<file path="src/rtl/qsi_pkg.sv">
`timescale 1ns / 1ps
`default_nettype none
package qsi_pkg;

  // fixed point constants
  localparam int CordicIters = 24;
  localparam int DivSteps    = 31;
  localparam int VelSteps    = 5;
  localparam logic [5:0] StepCountReset = 6'd50;

  localparam logic signed [27:0] AngPi     = 28'sd52707179;
  localparam logic signed [27:0] AngHalfPi = 28'sd26353589;
  localparam logic signed [33:0] CordicGain = 34'sd652032874;

  // register indexes
  localparam logic RegStepCount = 1'b0;

  // controller states
  typedef enum logic [3:0] {
    ST_IDLE,
    ST_ANG_LOAD,
    ST_CORDIC,
    ST_TRIG_STORE,
    ST_VEL,
    ST_COEF,
    ST_DIV_LOAD,
    ST_DIV,
    ST_ACC_INIT,
    ST_EVAL,
    ST_OUT
  } state_t;

  // commands from controller to datapath
  typedef struct packed {
    logic       load_in;
    logic       load_ang;
    logic       cordic_step;
    logic       trig_store;
    logic       vel_step;
    logic       coef_load;
    logic       div_load;
    logic       div_step;
    logic       acc_init;
    logic       eval_en;
    logic       out_load;
    logic       sel;
    logic       axis;
    logic [4:0] iter;
    logic [2:0] k;
    logic [1:0] phase;
    logic [6:0] pidx;
  } cmd_t;

  // status from datapath to controller
  typedef struct packed {
    logic out_full;
    logic is_last;
  } status_t;

  // arctangent table, q.24
  function automatic logic signed [27:0] atan_q24(input logic [4:0] i);
    logic signed [27:0] r;
    case (i)
      5'd0:  r = 28'sd13176795;
      5'd1:  r = 28'sd7778716;
      5'd2:  r = 28'sd4110060;
      5'd3:  r = 28'sd2086331;
      5'd4:  r = 28'sd1047214;
      5'd5:  r = 28'sd524117;
      5'd6:  r = 28'sd262123;
      5'd7:  r = 28'sd131069;
      5'd8:  r = 28'sd65536;
      5'd9:  r = 28'sd32768;
      5'd10: r = 28'sd16384;
      5'd11: r = 28'sd8192;
      5'd12: r = 28'sd4096;
      5'd13: r = 28'sd2048;
      5'd14: r = 28'sd1024;
      5'd15: r = 28'sd512;
      5'd16: r = 28'sd256;
      5'd17: r = 28'sd128;
      5'd18: r = 28'sd64;
      5'd19: r = 28'sd32;
      5'd20: r = 28'sd16;
      5'd21: r = 28'sd8;
      5'd22: r = 28'sd4;
      5'd23: r = 28'sd2;
      default: r = 28'sd0;
    endcase
    return r;
  endfunction

endpackage
`default_nettype wire

</file>
<file path="src/rtl/qsi_ctrl.sv">
`timescale 1ns / 1ps
`default_nettype none
module qsi_ctrl
  import qsi_pkg::*;
(
  input  wire logic    clk,
  input  wire logic    rst,
  input  wire logic    in_valid,
  output logic         in_ready,
  input  wire status_t status,
  output cmd_t         cmd
);

  state_t     state, state_next;
  logic [4:0] iter;
  logic       sel;
  logic       axis;
  logic [2:0] k;
  logic [1:0] phase;
  logic [6:0] pidx;

  // next state
  always_comb begin
    state_next = state;
    case (state)
      ST_IDLE:       if (in_valid) state_next = ST_ANG_LOAD;
      ST_ANG_LOAD:   state_next = ST_CORDIC;
      ST_CORDIC:     if (iter == 5'(CordicIters - 1)) state_next = ST_TRIG_STORE;
      ST_TRIG_STORE: state_next = sel ? ST_VEL : ST_ANG_LOAD;
      ST_VEL:        if (iter == 5'(VelSteps - 1)) state_next = ST_COEF;
      ST_COEF:       state_next = ST_DIV_LOAD;
      ST_DIV_LOAD:   state_next = ST_DIV;
      ST_DIV:        if (iter == 5'(DivSteps - 1)) state_next = ST_ACC_INIT;
      ST_ACC_INIT:   state_next = ST_EVAL;
      ST_EVAL: begin
        if (phase == 2'd2 && k == 3'd0) state_next = axis ? ST_OUT : ST_ACC_INIT;
      end
      ST_OUT: begin
        if (!status.out_full) state_next = status.is_last ? ST_IDLE : ST_DIV_LOAD;
      end
      default:       state_next = ST_IDLE;
    endcase
  end

  // state and counters
  always_ff @(posedge clk) begin
    if (rst) begin
      state <= ST_IDLE;
      iter  <= '0;
      sel   <= 1'b0;
      axis  <= 1'b0;
      k     <= '0;
      phase <= '0;
      pidx  <= '0;
    end else begin
      state <= state_next;
      case (state)
        ST_IDLE: begin
          sel <= 1'b0;
        end
        ST_ANG_LOAD: iter <= '0;
        ST_CORDIC:   iter <= iter + 5'd1;
        ST_TRIG_STORE: begin
          sel  <= 1'b1;
          iter <= '0;
        end
        ST_VEL:      iter <= iter + 5'd1;
        ST_COEF:     pidx <= '0;
        ST_DIV_LOAD: iter <= '0;
        ST_DIV: begin
          iter <= iter + 5'd1;
          axis <= 1'b0;
        end
        ST_ACC_INIT: begin
          k     <= 3'd4;
          phase <= 2'd0;
        end
        ST_EVAL: begin
          if (phase == 2'd2) begin
            phase <= 2'd0;
            if (k == 3'd0) axis <= 1'b1;
            else k <= k - 3'd1;
          end else begin
            phase <= phase + 2'd1;
          end
        end
        ST_OUT: if (!status.out_full) pidx <= pidx + 7'd1;
        default: ;
      endcase
    end
  end

  // command outputs
  always_comb begin
    cmd          = '0;
    cmd.sel      = sel;
    cmd.axis     = axis;
    cmd.iter     = iter;
    cmd.k        = k;
    cmd.phase    = phase;
    cmd.pidx     = pidx;
    in_ready     = 1'b0;
    case (state)
      ST_IDLE: begin
        in_ready    = 1'b1;
        cmd.load_in = in_valid;
      end
      ST_ANG_LOAD:   cmd.load_ang    = 1'b1;
      ST_CORDIC:     cmd.cordic_step = 1'b1;
      ST_TRIG_STORE: cmd.trig_store  = 1'b1;
      ST_VEL:        cmd.vel_step    = 1'b1;
      ST_COEF:       cmd.coef_load   = 1'b1;
      ST_DIV_LOAD:   cmd.div_load    = 1'b1;
      ST_DIV:        cmd.div_step    = 1'b1;
      ST_ACC_INIT:   cmd.acc_init    = 1'b1;
      ST_EVAL:       cmd.eval_en     = 1'b1;
      ST_OUT:        cmd.out_load    = !status.out_full;
      default: ;
    endcase
  end

endmodule
`default_nettype wire

</file>
<file path="config.mk">
export PLATFORM = sky130hd
export DESIGN_NAME = qsi_ctrl
export DESIGN_NICKNAME = d
export VERILOG_FILES = /design/src/rtl/qsi_pkg.sv /design/src/rtl/qsi_ctrl.sv
export SDC_FILE = /design/constraint.sdc
export NUM_CORES = 1
export LEC_CHECK = 0
export BUFFER_PORTS_ARGS = -buffer_cell sky130_fd_sc_hd__buf_2
export CAP_MARGIN = 20
export CORE_MARGIN = 10
export CORE_UTILIZATION = 40
export DETAILED_ROUTE_END_ITERATION = 16
export PLACE_DENSITY_LB_ADDON = 0.1
export SLEW_MARGIN = 20
export SYNTH_ARGS = -nofsm -noshare
export SYNTH_HDL_FRONTEND = slang
export SYNTH_SLANG_ARGS = --single-unit
</file>
<file path="constraint.sdc">
create_clock -name clk -period 2.3 [get_ports clk]
set_input_delay 0 -clock clk [delete_from_list [all_inputs] [get_ports clk]]
set_output_delay 0 -clock clk [all_outputs]
set_load 0.01 [all_outputs]
</file>
==> impl_metrics.csv <==
group,metric,value,unit
clocking,post_cts_resize_count,0,
detailed_routing,finalWirelength,3640,um
logic_synthesis,syn-num-nets,190,
job,max-cap-violations,0,
timing,finalHoldViolations,0,
timing,fin_crit,2.03,ns
logic_synthesis,syn_area_per_cell,8.21,um^2
run_status,outcome,"finished, final reports clean",
detailed_routing,ant_nets,0,
logic_synthesis,synth_top_cell_by_area,"dfxtp_1",
clocking,clockRootBuffer,"clkbuf_8",
timing,rsz0062_at_grt,"false",
grt,grt_max_degree,23,
grt,grt_pass1_wl,6130,um
detailed_routing,wl_per_cell,14.6,um
logic_synthesis,ys_seq_area_share,31.3,%
clocking,htreeDepth,1,
clocking,clock_sinks,23,
pwr,p_leak,0.694,nW
logic_synthesis,ys.flop_type,"dfxtp_1",
grt,grt_pass1_vias,1328,
timing,setup_viol,0,
detailed_routing,drc,0,
clocking,cts_hold_buffers,0,
cells_and_area,layout.nets,216,
worst_setup_path,crit_type,"register to register",
floorplanning,coreArea,3440,um^2
timing,relSlewSlack,57.5,%
pwr,vdd_drop_max,0.000511,V
worst_setup_path,crit_fanout,4,
detailed_routing,routed_via_density,5.53,
worst_setup_path,worstPathRequired,2.46,ns
placement,place_inst,246,
min_path,hp-class,"input port to register",
grt,overflow,0,
worst_setup_path,endpoint_kind,"register",
logic_synthesis,post-synth-top-count-cell,"dfxtp_1",
detailed_routing,drt_iter0_markers,73,
clocking,cts_tree,"built",
timing,clock-skew-final,0.00466,ns
detailed_routing,first_pass_iters,4,
logic_synthesis,synth_top_cell_area_share,31.3,%
clocking,clk_path_buf_depth,2,
timing,tightest_slew,0.637,ns
grt,grtUsageTotal,11.4,%
cells_and_area,antennaDiodeCount,0,
min_path,whs_path_depth,4,
floorplanning,die_y,80.6,um
clocking,postCtsSetupBuffers,0,
floorplanning,dieArea,6500,um^2
clocking,numCtsBuffers,3,
logic_synthesis,synth_cell_type_count,49,
floorplanning,die_x,80.6,um
clocking,clock_latency,0.26,ns
logic_synthesis,yosys_register_bits,23,
logic_synthesis,ys_top_cells_by_area,"dfxtp_1, a21oi_1, ha_1",
worst_setup_path,critPathLaunchType,"register",
placement,routabilityCongestion,0.901,
logic_synthesis,async_flop_share,0,%
floorplanning,io_pins,36,
logic_synthesis,synthCells,179,
clocking,clkSlewWorstSetupHoldPaths,0.09,ns
cells_and_area,layout.cells.non_filler,250,
logic_synthesis,syn-cell-area,1470,um^2
detailed_routing,via_count,1382,
timing,post-route-period-util,88.2,%
floorplanning,start_util,42.7,%
placement,hpwl,2770,um
pwr,power_density,860,nW/um^2
timing,fmax,493,MHz
logic_synthesis,ys_top_cells_by_count,"dfxtp_1, a21oi_1, nor2_1",
logic_synthesis,synth_edf_count,0,
floorplanning,num_rows,21,
timing,finalMaxSlewViolations,0,
cells_and_area,areaGrowthSynthToFinish,13.8,%
worst_setup_path,r2r_cells,6,
worst_setup_path,arrival,2.19,ns
logic_synthesis,yosysWarnings,0,
cells_and_area,drive_gt1_share,24.5,%
placement,io_buffers,35,
timing,fin_tns_setup,0,ns
grt,antenna_found_initial,0,
-- power breakdown --
part | internal, mW | switching [mW] | total (mW)
clock network | 0.124 | 0.134 | 0.258
registers | 0.442 | 0.125 | 0.567
logic | 0.276 | 0.338 | 0.613
-- cells in the final DEF, fill, tap and decap left out, types with 3 or more instances in the layout --
cell and count:
nand2_1 8, o21ai_0 5, a311oi_1 3, a21oi_1 20
nor3_1 5, nand2b_1 8, inv_1 11, ha_1 6
or3_1 4, buf_2 35, nor2_1 12, clkbuf_8 3
dfxtp_1 23, or4_1 4, nand3_1 8
-- state kept, by name (all words and copies together) (netlist names) --
register and flops:
axis 1, iter 5, k 3, phase 2, pidx 7, sel 1, state 4
-- layout make-up --
cell class	instances	area (um^2)
Multi-Input combinational cell	129	877
Fill cell	368	1770
Inverter	11	41.3
Clock buffer	4	45.0
Timing Repair Buffer	37	190
Sequential cell	23	460
Tap cell	46	57.6
-- final timing paths --
kind                   from       end  slack (ns)
setup / recovery       k[0]  state[2]        0.27
hold / removal    status[1]   pidx[0]        0.09
setup reg to reg       k[0]  state[2]        0.27
hold reg to reg     pidx[1]   pidx[1]        0.50
-- critical path, stage by stage, from the launching register on --
cell      delay, ns
dfxtp_1        0.33
inv_1          0.08
ha_1           0.18
nor4bb_1       0.46
o32ai_1        0.20
a211o_2        0.36
mux2_1         0.31
-- routing by layer --
layer  track usage (%)  vias to the layer above  wire, um
met5                 0                        -         0
met4              3.87                        0        18
met3              3.12                        2       222
met2              19.9                       23      1870
met1              12.9                      656      1530
li1                  -                      701         -
-- cell families (layout without fill, tap and decap cells) --
group                      Yosys count  count (layout)  share of synthesized area (%)
buffers and inverters               27              52                           9.20
muxes                                3               3                           2.13
and+or+nand+nor                     73              73                           31.2
AOI/OAI and AO/OA                   45              45                           19.8
adders and majority gates            6               6                           5.11
xor gates and xnor gates             2               2                           1.19
DFF                                 23              23                           31.3
-- stage by stage --
step	hold slack, ns	utilization, %	area (um^2)	power [mW]	setup slack (ns)
4_1_cts	0.0883	48.5	1670	1.46	0.215
6_report	0.0927	48.6	1670	1.44	0.270
5_1_grt	0.149	48.6	1670	1.55	0.161
3_5_place_dp	0.302	47.1	1620	1.19	0.254
3_3_place_gp	0.300	47.1	1620	1.18	0.329
2_1_floorplan	0.0475	-	1470	1.06	0.480
Power figures use the tool's default switching activity.
